==> config.mk <==
export PLATFORM = sky130hd
export DESIGN_NAME = srq_ctrl
export DESIGN_NICKNAME = d
export VERILOG_FILES = /design/src/rtl/srq_pkg.sv /design/src/rtl/srq_ctrl.sv
export VERILOG_INCLUDE_DIRS = /design/src /design/src/rtl
export SDC_FILE = /design/constraint.sdc
export NUM_CORES = 1
export LEC_CHECK = 0
export CAP_MARGIN = 10
export CORE_AREA = 2 2 251 253
export DETAILED_ROUTE_END_ITERATION = 10
export DIE_AREA = 0 0 253 255
export DONT_BUFFER_PORTS = 1
export PLACE_DENSITY = 0.33
export SKIP_CTS_REPAIR_TIMING = 1
export SLEW_MARGIN = 10
export SYNTH_ARGS = -nofsm -noshare
export SYNTH_HDL_FRONTEND = slang
export SYNTH_SLANG_ARGS = --single-unit
export TNS_END_PERCENT = 50
==> constraint.sdc <==
create_clock -name clk -period 4.3 [get_ports clk]
set_input_delay 0.645 -clock clk [delete_from_list [all_inputs] [get_ports clk]]
set_output_delay 0.645 -clock clk [all_outputs]
set_load 0.02 [all_outputs]
==> src/rtl/assert_macros.svh <==
// ----------------------------------------------------------------------------
// assert_macros.svh
// Assertion macros used by the ring queue control logic. Define ASSERT_OFF to drop
// every checker from the build.
// ----------------------------------------------------------------------------
`ifndef ASSERT_MACROS_SVH
`define ASSERT_MACROS_SVH

`ifndef ASSERT_OFF
// Clocked check that is switched off while reset is high.
`define SRQ_ASSERT(lbl, clk, rst, prop, msg) \
  lbl: assert property (@(posedge clk) disable iff (rst) prop) else $error(msg);
// Clocked check that also holds during reset.
`define SRQ_ASSERT_ALWAYS(lbl, clk, prop, msg) \
  lbl: assert property (@(posedge clk) prop) else $error(msg);
`else
`define SRQ_ASSERT(lbl, clk, rst, prop, msg)
`define SRQ_ASSERT_ALWAYS(lbl, clk, prop, msg)
`endif

`endif

==> src/rtl/srq_pkg.sv <==
// ----------------------------------------------------------------------------
// srq_pkg
// Sizes, status codes and the control structures of the session tagged
// ring queue.
// ----------------------------------------------------------------------------
package srq_pkg;

  // Storage geometry.
  localparam int DEPTH        = 64;
  localparam int PAYLOAD_BITS = 64;
  localparam int SLOT_W       = $clog2(DEPTH);

  // Fixed field widths of the interface.
  localparam int DATA_W   = 64;
  localparam int TAG_W    = 64;
  localparam int CAP_W    = 7;
  localparam int STATUS_W = 3;
  localparam int DROP_W   = 32;
  localparam int IDX_W    = 2;

  // Request types.
  localparam logic REQ_PUSH = 1'b0;
  localparam logic REQ_POP  = 1'b1;

  // Configuration register indexes.
  localparam logic [IDX_W-1:0] REG_CAPACITY   = 2'd0;
  localparam logic [IDX_W-1:0] REG_GENERATION = 2'd1;
  localparam logic [IDX_W-1:0] REG_NONCE      = 2'd2;
  localparam logic [IDX_W-1:0] REG_ACCEPTING  = 2'd3;

  // Result status codes.
  localparam logic [STATUS_W-1:0] ST_ACCEPTED = 3'd0;
  localparam logic [STATUS_W-1:0] ST_FULL     = 3'd1;
  localparam logic [STATUS_W-1:0] ST_EMPTY    = 3'd2;
  localparam logic [STATUS_W-1:0] ST_DISABLED = 3'd3;
  localparam logic [STATUS_W-1:0] ST_INVALID  = 3'd4;

  // Outcome of one request as decided by the control stage.
  typedef struct packed {
    logic [STATUS_W-1:0] status;   // final unless a pop must check its tag
    logic                pop_hit;  // a stored record was consumed
    logic [DROP_W-1:0]   drop;     // drop counter after the request
    logic [CAP_W-1:0]    fill;     // entries held after the request
  } exec_t;

  // Slot store write request.
  typedef struct packed {
    logic                    en;
    logic [SLOT_W-1:0]       addr;
    logic [PAYLOAD_BITS-1:0] payload;
    logic [TAG_W-1:0]        generation;
    logic [TAG_W-1:0]        nonce;
  } store_wr_t;

  // Slot store read request.
  typedef struct packed {
    logic              en;
    logic [SLOT_W-1:0] addr;
  } store_rd_t;

endpackage

==> src/rtl/srq_ctrl.sv <==
// ----------------------------------------------------------------------------
// srq_ctrl
// Configuration registers, ring pointers, fill count and drop counter.
// Decides the outcome of each request and drives the slot store.
// ----------------------------------------------------------------------------
`include "assert_macros.svh"

module srq_ctrl
  import srq_pkg::*;
(
  input  logic              clk,
  input  logic              rst,
  input  logic              cfg_we,
  input  logic [IDX_W-1:0]  cfg_index,
  input  logic [DATA_W-1:0] cfg_data,
  input  logic              go,
  input  logic              req_type,
  input  logic [DATA_W-1:0] req_payload,
  input  logic [TAG_W-1:0]  req_generation,
  input  logic [TAG_W-1:0]  req_nonce,
  output exec_t             res,
  output store_wr_t         wr,
  output store_rd_t         rd,
  output logic [TAG_W-1:0]  cur_generation,
  output logic [TAG_W-1:0]  cur_nonce
);

  logic [CAP_W-1:0]  capacity;
  logic              accepting;
  logic [SLOT_W-1:0] write_slot;
  logic [SLOT_W-1:0] read_slot;
  logic [CAP_W-1:0]  held_count;
  logic [DROP_W-1:0] drop_counter;

  logic [SLOT_W-1:0] write_slot_next;
  logic [SLOT_W-1:0] read_slot_next;
  logic [CAP_W-1:0]  held_count_next;
  logic [DROP_W-1:0] drop_counter_next;
  logic              queue_ok;
  logic              tag_ok;
  logic              do_push;

  // Pointer advance that wraps at the configured capacity.
  function automatic logic [SLOT_W-1:0] next_slot(input logic [SLOT_W-1:0] p,
                                                  input logic [CAP_W-1:0]  cap);
    logic [SLOT_W:0] n;
    n = {1'b0, p} + 1'b1;
    if (32'(n) >= 32'(cap) || 32'(n) >= 32'(DEPTH)) begin
      return '0;
    end
    return n[SLOT_W-1:0];
  endfunction

  // Queue validity and tag match of the incoming record.
  assign queue_ok = (capacity != '0) && (32'(capacity) <= 32'(DEPTH)) &&
                    (cur_generation != '0) && (cur_nonce != '0);
  assign tag_ok   = (req_generation == cur_generation) &&
                    (req_nonce == cur_nonce);

  // Decide the outcome in the order of the checks.
  always_comb begin
    res.status        = ST_ACCEPTED;
    res.pop_hit       = 1'b0;
    do_push           = 1'b0;
    write_slot_next   = write_slot;
    read_slot_next    = read_slot;
    held_count_next   = held_count;
    drop_counter_next = drop_counter;
    if (!queue_ok) begin
      res.status = ST_INVALID;
    end else if (req_type == REQ_PUSH) begin
      if (!tag_ok) begin
        res.status = ST_INVALID;
      end else if (!accepting) begin
        res.status = ST_DISABLED;
      end else if (held_count >= capacity) begin
        drop_counter_next = drop_counter + 1'b1;
        res.status        = ST_FULL;
      end else begin
        do_push         = 1'b1;
        write_slot_next = next_slot(write_slot, capacity);
        held_count_next = held_count + 1'b1;
      end
    end else begin
      if (!accepting) begin
        res.status = ST_DISABLED;
      end else if (held_count == '0) begin
        res.status = ST_EMPTY;
      end else begin
        res.pop_hit     = 1'b1;
        read_slot_next  = next_slot(read_slot, capacity);
        held_count_next = held_count - 1'b1;
      end
    end
    res.drop = drop_counter_next;
    res.fill = held_count_next;
  end

  // Slot store requests.
  always_comb begin
    wr.en         = go && do_push;
    wr.addr       = write_slot;
    wr.payload    = req_payload[PAYLOAD_BITS-1:0];
    wr.generation = req_generation;
    wr.nonce      = req_nonce;
    rd.en         = go && res.pop_hit;
    rd.addr       = read_slot;
  end

  // Configuration registers.
  always_ff @(posedge clk) begin
    if (rst) begin
      capacity       <= '0;
      cur_generation <= '0;
      cur_nonce      <= '0;
      accepting      <= 1'b0;
    end else if (cfg_we) begin
      unique case (cfg_index)
        REG_CAPACITY:   capacity       <= cfg_data[CAP_W-1:0];
        REG_GENERATION: cur_generation <= cfg_data[TAG_W-1:0];
        REG_NONCE:      cur_nonce      <= cfg_data[TAG_W-1:0];
        REG_ACCEPTING:  accepting      <= cfg_data[0];
        default: ;
      endcase
    end
  end

  // Queue state; a capacity write empties the ring.
  always_ff @(posedge clk) begin
    if (rst) begin
      write_slot   <= '0;
      read_slot    <= '0;
      held_count   <= '0;
      drop_counter <= '0;
    end else if (cfg_we && cfg_index == REG_CAPACITY) begin
      write_slot <= '0;
      read_slot  <= '0;
      held_count <= '0;
    end else if (go) begin
      write_slot   <= write_slot_next;
      read_slot    <= read_slot_next;
      held_count   <= held_count_next;
      drop_counter <= drop_counter_next;
    end
  end

  // The ring never holds more entries than its capacity.
  `SRQ_ASSERT(a_held_within_cap, clk, rst, held_count <= capacity,
              "held count exceeds capacity")
  // A consumed record lowers the fill count by exactly one.
  `SRQ_ASSERT(a_pop_lowers_fill, clk, rst,
              go && res.pop_hit && !cfg_we |=> held_count + 1'b1 == $past(held_count),
              "pop did not lower the fill count by one")
  // The drop counter moves only on a push refused as full.
  `SRQ_ASSERT(a_drop_only_full, clk, rst,
              !(go && res.status == ST_FULL) |=> drop_counter == $past(drop_counter),
              "drop counter moved without a full push")
  // Reads and writes of the slot store never coincide.
  `SRQ_ASSERT(a_one_port_op, clk, rst, !(wr.en && rd.en),
              "slot store read and write in the same cycle")

endmodule

# Word level (Yosys, flattened, before mapping)
# Index checks and enable logic that the tools add are counted.
# totals
output_inout_bits,377
elab_cells,93
mem_count,0
latch_bits,0
rom_bits,0
reg_bits,187
mem_bits_rw,0
inputBits,263
# op_classes
magnitude_cmp,6
div_mod_pow,0
addsub,5
mux,43
multipliers,0
n_bitwise,4
n_eq_ne,5
n_reduce_logical,22
shifts,0
# ops
operator,count
32-bit two-way mux,5
64-bit == test,2
64-bit nonzero test,2
7-bit two-way mux,7
"32-bit by 1-bit adder with 32-bit output, second input constant",1
6-bit two-way mux,4
7-bit greater-or-equal comparator,3
1-bit two-way mux,21
"6-bit by 1-bit adder with 7-bit output, second input constant",2
"7-bit greater-or-equal comparator, second input constant",2
2-bit AND reduction,5
3-bit two-way mux,3
"7-bit by 1-bit adder with 7-bit output, second input constant",1
"7-bit less-or-equal comparator, second input constant",1
1-bit logical AND,7
7-bit logical NOT,1
7-bit nonzero test,1
"7-bit by 1-bit subtractor with 7-bit output, second input constant",1
2-bit two-way mux,3
6-bit AND reduction,1
5-bit AND reduction,1
"2-bit == test, second input constant",2
1-bit inverter,4
"2-bit by 1-bit == test with 1-bit output, second input constant",1
other kinds (3),4

# Logic depth before layout (Yosys ltp)
# Gate-level depths: netlist (run 1).
# logic_depth
depth_word,10
ltp_mapped,12
ltp_nobuf,10

# Worst setup path before layout (run 1)
# Ideal clock, no wire load.
# synth_path
kind,input-to-output
startpoint,input req_nonce[6]
endpoint,output res[25] (netlist name)
n_path_buf,1
arrival_time_ns,2.924
setup_slack_ns,0.731
required_ns,3.655
stages,9
path_cell_list,xor2_1 > nor4_1 > nand4_1 > nor4_2 > nand2_2 > or3_1 > buf_6 > or3_2 > xnor2_1
# synth_rtl
item,line_no,rtl
"start, declared",srq_ctrl.sv:20,"input logic [TAG_W-1:0] req_nonce,"
"end, declared",srq_ctrl.sv:21,"output exec_t res,"

==> results_tabular.tex, run 1 <==
\begin{tabular}{lr}
\hline
Metric & Value \\
\hline
\multicolumn{2}{l}{\textbf{Clock network}} \\
\quad CTS max path bufs & 2 \\
\quad Inserted Clock Buffers & 17 \\
\quad CTS H-Tree Depth & 4 \\
\quad Number of sinks driven by the clock tree & between 150 and 200 \\
\quad Clock insertion delay at the later pin of the skew report & 0.50 ns \\
\quad Clock tree from TritonCTS & done \\
\quad Clock transition at the register clock pins on the worst setup and hold paths after CTS & about 0.080 ns \\
\quad Cell chosen for the clock root & clkbuf\_16 \\
\multicolumn{2}{l}{\textbf{Synth}} \\
\quad Post-synth net total & 1857 \\
\quad Post-synthesis area per instance & between 7 and 8 sq um \\
\quad Library cells used by synthesis & 63 \\
\quad Cell area after technology mapping & roughly 12000 sq um \\
\quad Post-synthesis sequential area ratio & 0.312 \\
\quad Share of synthesized registers carrying an async set or reset & 0 \\
\quad Proportion of netlist area held by the largest area contributor & 0.312 \\
\quad Cell accounting for the most synthesized area & dfxtp\_1 \\
\quad Flip-flop and latch count after synthesis & between 150 and 200 \\
\quad Top cells by area, synth & dfxtp\_1 31\%, buf\_4 12\%, xor2\_1 9.8\% \\
\quad Post-synthesis cell count & approximately 1600 \\
\quad Syn. warnings & 0 \\
\quad Number of flops mapped to enable cells by yosys & 0 \\
\quad Most used DFF post-synth & dfxtp\_1 \\
\multicolumn{2}{l}{\textbf{Worst setup path}} \\
\quad Peak per-stage delay on the critical path & approximately 0.6 ns \\
\quad Depth of the most critical reg-to-reg path & 13 \\
\quad Type of the worst setup path & reg -> out \\
\quad Critical path data arrival time & between 3 and 4 ns \\
\quad Endpoint required time on the critical path & 3.65 ns \\
\quad Critical-path maximum fanout & 4 \\
\quad Number of stages on the worst setup path & 10 \\
\quad Cell with the largest stage delay on the worst path & dfxtp\_1 \\
\quad Cell family contributing the most delay on the critical path & simple AND/OR/NAND/NOR gates \\
\quad Buffers plus inverters on the worst setup path & 2 \\
\quad Worst Setup End Kind & primary output \\
\quad Critical path cell sequence & xor2\_1, nor4\_1, nand4\_1, nor4\_2, buf\_4, nand2\_2, or3\_4, or3\_2, xnor2\_2, buf\_4 \\
\quad Most common cell type on the critical path & buf\_4 \\
\quad Critical Path Source Type & flip-flop \\
\multicolumn{2}{l}{\textbf{Cells and area}} \\
\quad Number of non-filler instances in the completed layout & about 2300 \\
\quad Area delta synth->final & 14.2\% \\
\quad Nets & between 1500 and 2000 \\
\quad Commonest non-fill, non-tap cells in the layout & 297 x nand2\_1, 177 x buf\_4, 160 x dfxtp\_1 \\
\quad Most common library cell in the layout ignoring fill and taps & nand2\_1 \\
\quad Fraction of final layout cells with drive strength greater than 1 & 0.216 \\
\quad Final Instance Area & 13700 sq um \\
\quad FILL cells & between 6000 and 7000 \\
\multicolumn{2}{l}{\textbf{Routing}} \\
\quad Vias after detailed routing & between 10000 and 15000 \\
\quad Routed length per placed instance & 29.8 um \\
\quad 1st-iter DRT viols & about 770 \\
\quad Drc violations & 0 \\
\quad Vias per std cell & 4.72 \\
\quad Number of iterations in the first detailed-routing pass & 5 \\
\quad Number of nets with antenna violations after detailed routing & 0 \\
\quad WL final & $\sim$69000 um \\
\multicolumn{2}{l}{\textbf{Timing}} \\
\quad Setup repair after global routing missed its margin & true \\
\quad Final setup violation count & 0 \\
\quad Hold Violations, Final & 0 \\
\quad Relative max-transition margin & 0.253 \\
\quad Final critical path time including I/O delays and setup & about 4.2 ns \\
\quad F\_max & $\sim$0.24 GHz \\
\quad Count of final max-slew check failures & 0 \\
\quad Worst hold margin & 0.212 ns \\
\quad Slew of the pin with the lowest slew margin & roughly 1.1 ns \\
\quad Period Utilization, post-route & 0.985 \\
\quad Total Negative Setup Slacks & 0 ns \\
\quad Maximum clock skew at final layout & $\sim$0.018 ns \\
\multicolumn{2}{l}{\textbf{Floorplan}} \\
\quad Site Rows & 92 \\
\quad Chip width & about 250 um \\
\quad Initial cell density of the core & 0.193 \\
\quad Die extent in y & approximately 260 um \\
\quad I/O pin count & between 600 and 700 \\
\quad Die area & roughly 65000 sq um \\
\quad Area of the core & roughly 62000 sq um \\
\multicolumn{2}{l}{\textbf{Min path}} \\
\quad Path class of the lowest-slack min-delay path & in -> reg \\
\quad Worst Hold Path Cells & 1 \\
\multicolumn{2}{l}{\textbf{Global routing}} \\
\quad First-pass GRT wire length & 90800 um \\
\quad Maximum number of pins on one net before global-route repair & 198 \\
\quad Global router's overall resource usage & 0.207 \\
\quad Antenna violations before repair & 5 \\
\quad Vias in the first global route & around 11000 \\
\quad Final global-route overflow total & 0 \\
\multicolumn{2}{l}{\textbf{Outcome}} \\
\quad Result of the run & completed \\
\multicolumn{2}{l}{\textbf{Flow run}} \\
\quad Total of max-cap violations & 0 \\
\multicolumn{2}{l}{\textbf{Placed design}} \\
\quad Count of buffers from port buffering & 0 \\
\quad Placer congestion estimate & approximately 0.85 \\
\quad Post-detail-place hpwl & between 50000 and 60000 um \\
\quad \# placed instances & about 2300 \\
\quad DP Area & $\sim$13000 sq um \\
\multicolumn{2}{l}{\textbf{Power}} \\
\quad Power per cell area & between 300 and 400 nW/um\^{}2 \\
\quad Leakage power & $\sim$5.4 nW \\
\quad Peak VDD IR & slightly below 0.3 mV \\
\quad Sum of internal, switching and leakage power & 4.25 mW \\
\hline
\end{tabular}
-- path summary, 6_finish.rpt --
check | from | to | slack [ns]
setup / recovery | cur_generation[11]$_SDFFE_PP0P_ | res[25] | 0.06
hold / removal | rst | cur_generation[60]$_SDFFE_PP0P_ | 0.21
setup reg to reg | cur_generation[11]$_SDFFE_PP0P_ | drop_counter[2]$_SDFFE_PP0P_ | 1.00
hold reg to reg | cur_generation[39]$_SDFFE_PP0P_ | cur_generation[39]$_SDFFE_PP0P_ | 0.52
-- report_power, final --
part	switching, mW	leakage (nW)	internal (mW)	total, mW
Combinational	0.433	3.58	0.207	0.639
Sequential	0.0711	1.53	1.77	1.85
Clock	0.930	0.298	0.835	1.76
-- Yosys cell counts, types with 3 or more instances --
cell	instances
a211o_1	4
a21o_1	5
a21oi_1	157
a311oi_1	3
and3_1	22
and4_1	4
buf_1	4
buf_2	6
buf_4	192
clkbuf_1	63
dfxtp_1	187
ha_1	27
inv_1	22
mux2_2	25
mux2i_1	4
nand2_1	297
nand2b_1	6
nand3_1	67
nand3b_1	3
nand4_1	28
nor2_1	75
nor2b_1	26
nor3_1	25
nor4_1	69
o211ai_1	5
o21a_1	3
o21ai_0	18
o31ai_1	3
or2_2	3
or3_1	4
or4_1	5
xnor2_1	32
xor2_1	135
-- kinds of logic after synthesis --
family,share of synthesized area
and+or+nand+nor,0.254
buffers and inverters,0.152
AOI/OAI and AO/OA,0.105
DFF,0.312
xor gates and xnor gates,0.122
muxes,0.0277
adders and majority gates,0.0281
-- area by class of cell --
type                       instances  area (sq um)  area share
antenna                            2          5.00    0.000365
clock buffer                      17           425      0.0310
clock inverter                    15           178      0.0130
inverter                          22          82.6     0.00602
multi-input combinational       1091          6720       0.490
sequential                       187          3780       0.275
tap                              799          1000      0.0729
timing repair buffer             190          1520       0.111
-- routing by layer --
| layer | up-vias | GRT usage | part of all wire |
|---|---|---|---|
| li1 | 5033 | - | - |
| met1 | 5396 | 0.237 | 0.40 |
| met2 | 447 | 0.365 | 0.50 |
| met3 | 76 | 0.0663 | 0.079 |
| met4 | 8 | 0.0653 | 0.026 |
| met5 | - | 0 | 0.00068 |
-- metrics by stage --
step,utilization,setup slack [ns]
final,0.221,0.0638
after global routing,0.221,-0.0831
after CTS,0.214,-0.738
after detailed placement,0.205,-0.198
after floorplan,-,0.731
after global placement,0.205,-0.226
-- registers in the layout, summed over array words and instances (netlist names) --
signal / flops
read_slot: 6
capacity: 7
cur_generation: 64
drop_counter: 32
accepting: 1
cur_nonce: 64
held_count: 7
write_slot: 6
No activity file was read; power rests on OpenSTA's default activity.
==> inputs of run 2 (changes only) <==
==> constraint.sdc (replaced) <==
create_clock -name clk -period 4.8 [get_ports clk]
set_input_delay 0.72 -clock clk [delete_from_list [all_inputs] [get_ports clk]]
set_output_delay 0.72 -clock clk [all_outputs]
set_load 0.02 [all_outputs]
==> run 2 against run 1 <==
Effect of this change:
- final cell count down 2.5%
- critical path depth increased by 1
- clock-buffer cell count is the same
- final area fell by 5.0%
- register-to-register slack better by 0.27 ns
- combinational power fell by 19%
- clock power is 6% lower
- sequential cell count unchanged
- die area is the same
- critical endpoint unchanged
- largest power group unchanged
==> results_tabular.tex, run 2 (synthesis results as in run 1) <==
\begin{tabular}{lr}
\hline
Metric & Value \\
\hline
\multicolumn{2}{l}{\textbf{Floorplan}} \\
\quad Area of the core & slightly above 60000 sq um \\
\quad I/O pin count & 640 \\
\quad Die extent in y & 255 um \\
\quad Site Rows & 92 \\
\quad Initial cell density of the core & 0.193 \\
\quad Die area & between 60000 and 70000 sq um \\
\quad Chip width & roughly 250 um \\
\multicolumn{2}{l}{\textbf{Timing}} \\
\quad Worst hold margin & approximately 0.27 ns \\
\quad Maximum clock skew at final layout & slightly below 0.02 ns \\
\quad Slew of the pin with the lowest slew margin & 1.05 ns \\
\quad Relative max-transition margin & 0.297 \\
\quad Setup repair after global routing missed its margin & false \\
\quad Hold Violations, Final & 0 \\
\quad Final critical path time including I/O delays and setup & between 4 and 5 ns \\
\quad Period Utilization, post-route & 0.958 \\
\quad Count of final max-slew check failures & 0 \\
\quad F\_max & $\sim$0.22 GHz \\
\quad Final setup violation count & 0 \\
\multicolumn{2}{l}{\textbf{Power}} \\
\quad Register share of total power & 0.434 \\
\quad Leakage power & just over 5 nW \\
\quad Power share of the combinational group & 0.134 \\
\quad Net Sw Power & $\sim$1.3 mW \\
\quad Share of total power consumed by net switching & 0.333 \\
\quad Peak VDD IR & between 0.2 and 0.3 mV \\
\quad Share of power burned in the clock network & 0.432 \\
\quad Internal power contribution & approximately 2.6 mW \\
\quad Sum of internal, switching and leakage power & 3.84 mW \\
\quad Power per cell area & 295 nW/um\^{}2 \\
\multicolumn{2}{l}{\textbf{Global routing}} \\
\quad Vias in the first global route & 10300 \\
\quad Global router's overall resource usage & 0.203 \\
\quad First-pass GRT wire length & $\sim$89000 um \\
\quad Antenna violations before repair & 8 \\
\quad Final global-route overflow total & 0 \\
\quad Maximum number of pins on one net before global-route repair & 198 \\
\multicolumn{2}{l}{\textbf{Routing}} \\
\quad Number of iterations in the first detailed-routing pass & 5 \\
\quad Drc violations & 0 \\
\quad Routed length per placed instance & between 20 and 30 um \\
\quad WL final & approximately 67000 um \\
\quad Number of nets with antenna violations after detailed routing & 0 \\
\quad Vias per std cell & about 4.7 \\
\quad 1st-iter DRT viols & roughly 590 \\
\quad Vias after detailed routing & about 11000 \\
\multicolumn{2}{l}{\textbf{Clock network}} \\
\quad Clock tree from TritonCTS & done \\
\quad Clock transition at the register clock pins on the worst setup and hold paths after CTS & roughly 0.09 ns \\
\quad CTS max path bufs & 2 \\
\quad Number of sinks driven by the clock tree & 187 \\
\quad CTS H-Tree Depth & 4 \\
\quad Inserted Clock Buffers & 17 \\
\quad Clock insertion delay at the later pin of the skew report & between 0.5 and 0.6 ns \\
\quad Cell chosen for the clock root & clkbuf\_16 \\
\multicolumn{2}{l}{\textbf{Placed design}} \\
\quad Placer congestion estimate & 0.837 \\
\quad Count of buffers from port buffering & 0 \\
\quad Post-detail-place hpwl & 54300 um \\
\quad DP Area & 12300 sq um \\
\quad \# placed instances & around 2200 \\
\multicolumn{2}{l}{\textbf{Worst setup path}} \\
\quad Type of the worst setup path & reg -> out \\
\quad Endpoint required time on the critical path & 4.08 ns \\
\quad Reg2Reg Setup Slack & 1.27 ns \\
\quad Critical register-to-register path endpoint & drop\_counter[18]\$\_SDFFE\_PP0P\_ \\
\quad Critical Path Source & cur\_nonce[16]\$\_SDFFE\_PP0P\_ \\
\quad Critical Path Source Type & flip-flop \\
\quad Endpoint of the most critical setup path & res[25] \\
\quad Depth of the most critical reg-to-reg path & 12 \\
\quad RR Startpoint & cur\_generation[39]\$\_SDFFE\_PP0P\_ \\
\quad Critical path data arrival time & about 3.9 ns \\
\quad Worst Setup End Kind & primary output \\
\quad Critical-path maximum fanout & 4 \\
\multicolumn{2}{l}{\textbf{Flow run}} \\
\quad Total of max-cap violations & 0 \\
\multicolumn{2}{l}{\textbf{Cells and area}} \\
\quad Most common library cell in the layout ignoring fill and taps & nand2\_1 \\
\quad Commonest non-fill, non-tap cells in the layout & 297 x nand2\_1, 187 x dfxtp\_1, 157 x a21oi\_1 \\
\quad Nets & roughly 1700 \\
\quad Area delta synth->final & 8.44\% \\
\quad Final Instance Area & roughly 13000 sq um \\
\quad Fraction of final layout cells with drive strength greater than 1 & 0.148 \\
\quad Top flop regs & cur\_generation (64), cur\_nonce (64), drop\_counter (32) \\
\quad Number of non-filler instances in the completed layout & 2265 \\
\multicolumn{2}{l}{\textbf{Min path}} \\
\quad Path class of the lowest-slack min-delay path & in -> reg \\
\multicolumn{2}{l}{\textbf{Outcome}} \\
\quad Result of the run & completed \\
\hline
\end{tabular}
run 2: through the flow:
stage / setup WS, ns / utilization / setup TNS, ns
after CTS: -0.145 / 0.209 / -1.23
after global routing: 0.00511 / 0.210 / 0
after floorplan: 1.08 / - / 0
after detailed placement: 0.337 / 0.199 / 0
after global placement: 0.268 / 0.199 / 0
final: 0.200 / 0.210 / 0
run 2: layer usage:
| metal | vias to the layer above | global-route usage | routed length, um |
|---|---|---|---|
| met4 | 12 | 0.0587 | 1610 |
| met3 | 71 | 0.0830 | 6340 |
| met5 | - | 0 | 82 |
| met2 | 479 | 0.355 | 33400 |
| met1 | 5163 | 0.225 | 25700 |
| li1 | 4924 | - | - |
run 2: how the worst min path moves through the flow:
stage,end,startpoint,cells after the start,slack (ns)
CTS,cur_generation[59]$_SDFFE_PP0P_,rst,1,0.23
finish,cur_generation[59]$_SDFFE_PP0P_,rst,1,0.27
floorplan,drop_counter[12]$_SDFFE_PP0P_,drop_counter[12]$_SDFFE_PP0P_,2,0.48
global placement,cur_nonce[8]$_SDFFE_PP0P_,cur_nonce[8]$_SDFFE_PP0P_,2,0.52
global route,cur_generation[59]$_SDFFE_PP0P_,rst,1,0.24
detailed placement,cur_nonce[8]$_SDFFE_PP0P_,cur_nonce[8]$_SDFFE_PP0P_,2,0.52
run 2: cell type report:
type | count | area [sq um]
Clock buffer | 17 | 425
Inverter | 22 | 82.6
Fill cell | 6986 | 49100
Multi-Input combinational cell | 1091 | 6510
Antenna cell | 1 | 2.50
Tap cell | 799 | 1000
Clock inverter | 15 | 226
Timing Repair Buffer | 133 | 1040
Sequential cell | 187 | 3740
run 2: worst max-delay path, stage by stage (launching register included):
cell and delay (ns):
dfxtp_1 0.30, buf_4 0.17, xor2_1 0.16, nor4_1 0.49, buf_4 0.21, nand4_1 0.23, nor4_2 0.39, nand2_2 0.15
or3_1 0.43, or3_2 0.49, xnor2_1 0.19, buf_4 0.17
run 2: power groups by stage:
stage	Combinational [mW]	Sequential, mW	Clock (mW)
after global routing	0.557	1.67	1.78
after detailed placement	0.528	1.70	0
after floorplan	0.501	1.70	0
final	0.516	1.67	1.66
after CTS	0.530	1.67	1.74
after global placement	0.527	1.70	0
==> inputs of run 3 (changes only) <==
==> constraint.sdc (replaced) <==
create_clock -name clk -period 4.8 [get_ports clk]
set_input_delay 0.96 -clock clk [delete_from_list [all_inputs] [get_ports clk]]
set_output_delay 0.96 -clock clk [all_outputs]
set_load 0.02 [all_outputs]
==> run 3 against run 2 <==
Effect of this change:
- final area is 1.9% higher
- register-to-register slack worse by 0.04 ns
- clock skew is 0.00086 ns lower
- final cell count is 0.79% higher
- sequential share of layout area is 0.21 points lower
- non-clock buffer count is 19 higher
- largest power group unchanged
==> results_tabular.tex, run 3 (synthesis results as in run 1) <==
\begin{tabular}{lr}
\hline
Metric & Value \\
\hline
\multicolumn{2}{l}{\textbf{Outcome}} \\
\quad Result of the run & completed \\
\multicolumn{2}{l}{\textbf{Worst setup path}} \\
\quad Most common cell type on the critical path & buf\_4 \\
\quad Critical path cell sequence & xor2\_1, nor4\_2, buf\_4, nand4\_1, buf\_6, nor4\_4, buf\_4, nand2\_2, or3\_4, or3\_2, xnor2\_2, buf\_4 \\
\quad Type of the worst setup path & in -> out \\
\quad Critical Path Source Type & input pin \\
\quad Cell with the largest stage delay on the worst path & or3\_2 \\
\quad Critical-path maximum fanout & 2 \\
\quad Critical path data arrival time & $\sim$3.7 ns \\
\quad Worst Setup End Kind & primary output \\
\quad Peak per-stage delay on the critical path & 0.48 ns \\
\quad Endpoint required time on the critical path & roughly 3.8 ns \\
\multicolumn{2}{l}{\textbf{Floorplan}} \\
\quad Area of the core & between 60000 and 70000 sq um \\
\quad I/O pin count & 640 \\
\quad Die extent in y & 255 um \\
\quad Site Rows & 92 \\
\quad Die area & 64500 sq um \\
\quad Initial cell density of the core & 0.193 \\
\quad Chip width & approximately 250 um \\
\multicolumn{2}{l}{\textbf{Placed design}} \\
\quad Worst slack after detailed placement & -0.379 ns \\
\quad DP Area & around 12000 sq um \\
\quad Post-detail-place hpwl & about 55000 um \\
\quad Count of buffers from port buffering & 0 \\
\quad \# placed instances & around 2200 \\
\quad Placer congestion estimate & 0.834 \\
\multicolumn{2}{l}{\textbf{Clock network}} \\
\quad Inserted Clock Buffers & 17 \\
\quad CTS max path bufs & 2 \\
\quad Clock insertion delay at the later pin of the skew report & around 0.49 ns \\
\quad Number of sinks driven by the clock tree & around 190 \\
\quad Clock tree from TritonCTS & done \\
\quad Cell chosen for the clock root & clkbuf\_16 \\
\quad Clock transition at the register clock pins on the worst setup and hold paths after CTS & approximately 0.08 ns \\
\quad CTS H-Tree Depth & 4 \\
\multicolumn{2}{l}{\textbf{Timing}} \\
\quad Period Utilization, post-route & 0.970 \\
\quad Count of final max-slew check failures & 0 \\
\quad F\_max & between 0.2 and 0.25 GHz \\
\quad Final setup violation count & 0 \\
\quad Slew of the pin with the lowest slew margin & around 1.1 ns \\
\quad Maximum clock skew at final layout & about 0.018 ns \\
\quad Relative max-transition margin & 0.247 \\
\quad Final WS setup & about 0.15 ns \\
\quad Final critical path time including I/O delays and setup & approximately 4.7 ns \\
\quad Hold Violations, Final & 0 \\
\quad Worst hold margin & roughly 0.53 ns \\
\multicolumn{2}{l}{\textbf{Routing}} \\
\quad Number of nets with antenna violations after detailed routing & 0 \\
\quad Routed length per placed instance & around 30 um \\
\quad Vias per std cell & between 4 and 5 \\
\quad Vias after detailed routing & roughly 11000 \\
\quad 1st-iter DRT viols & roughly 760 \\
\quad Drc violations & 0 \\
\quad WL final & $\sim$68000 um \\
\quad Number of iterations in the first detailed-routing pass & 6 \\
\multicolumn{2}{l}{\textbf{Cells and area}} \\
\quad Area delta synth->final & 10.5\% \\
\quad Most common library cell in the layout ignoring fill and taps & nand2\_1 \\
\quad Antenna cells & 0 \\
\quad Post-layout utilization of the core & 0.214 \\
\quad FILL cells & 6958 \\
\quad Fraction of final layout cells with drive strength greater than 1 & 0.187 \\
\quad Final Instance Area & roughly 13000 sq um \\
\quad Top flop regs & cur\_generation (64), cur\_nonce (64), drop\_counter (32) \\
\quad Number of non-filler instances in the completed layout & between 2000 and 2500 \\
\quad Nets & between 1500 and 2000 \\
\quad Commonest non-fill, non-tap cells in the layout & 297 x nand2\_1, 157 x a21oi\_1, 155 x dfxtp\_1 \\
\multicolumn{2}{l}{\textbf{Global routing}} \\
\quad Maximum number of pins on one net before global-route repair & 198 \\
\quad Antenna violations before repair & 3 \\
\quad Global router's overall resource usage & 0.204 \\
\quad Vias in the first global route & 10500 \\
\quad First-pass GRT wire length & $\sim$90000 um \\
\quad Final global-route overflow total & 0 \\
\multicolumn{2}{l}{\textbf{Power}} \\
\quad Peak VDD IR & about 0.27 mV \\
\quad Power per cell area & approximately 280 nW/um\^{}2 \\
\quad Leakage power & 5.18 nW \\
\multicolumn{2}{l}{\textbf{Min path}} \\
\quad Path class of the lowest-slack min-delay path & in -> reg \\
\multicolumn{2}{l}{\textbf{Flow run}} \\
\quad Total of max-cap violations & 0 \\
\hline
\end{tabular}
-- run 3: area by class of cell --
type / instances / area, sq um / area share
sequential: 187 / 3790 / 0.285
tap: 799 / 1000 / 0.0753
timing repair buffer: 152 / 1210 / 0.0908
multi-input combinational: 1091 / 6620 / 0.499
clock inverter: 15 / 150 / 0.0113
clock buffer: 17 / 425 / 0.0320
inverter: 22 / 82.6 / 0.00622
-- run 3: layer usage --
metal | up-vias | GRT usage | part of all wire
li1 | 4970 | - | -
met1 | 5254 | 0.232 | 0.39
met2 | 468 | 0.357 | 0.50
met3 | 76 | 0.0711 | 0.078
met4 | 8 | 0.0681 | 0.025
met5 | - | 0 | 0.00094
-- run 3: metrics by stage --
| step | TNS [ns] | power (mW) |
|---|---|---|
| global route | -0.0118 | 3.86 |
| CTS | -18.29 | 3.79 |
| global placement | -9.58 | 2.24 |
| floorplan | 0 | 2.20 |
| finish | 0 | 3.70 |
| detailed placement | -7.76 | 2.24 |
-- run 3: report_power, final --
part | leakage (nW) | internal (mW) | switching (mW)
registers | 1.53 | 1.59 | 0.0884
logic | 3.37 | 0.165 | 0.350
clock network | 0.278 | 0.696 | 0.813
-- run 3: final timing paths --
kind | to | depth (start not counted) | startpoint | slack, ns
min | cur_generation[60]$_SDFFE_PP0P_ | 1 | rst | 0.53
min reg2reg | drop_counter[7]$_SDFFE_PP0P_ | 2 | drop_counter[7]$_SDFFE_PP0P_ | 0.53
max | res[25] | 12 | req_generation[62] | 0.15
max reg2reg | drop_counter[31]$_SDFFE_PP0P_ | 10 | cur_nonce[61]$_SDFFE_PP0P_ | 1.23
-- run 3: worst max-delay path, delay by kind of cell --
kind / cells / cell delay (ns)
simple gates: 6 / 1.69
buf+inv: 4 / 0.68
xor+xnor: 2 / 0.34
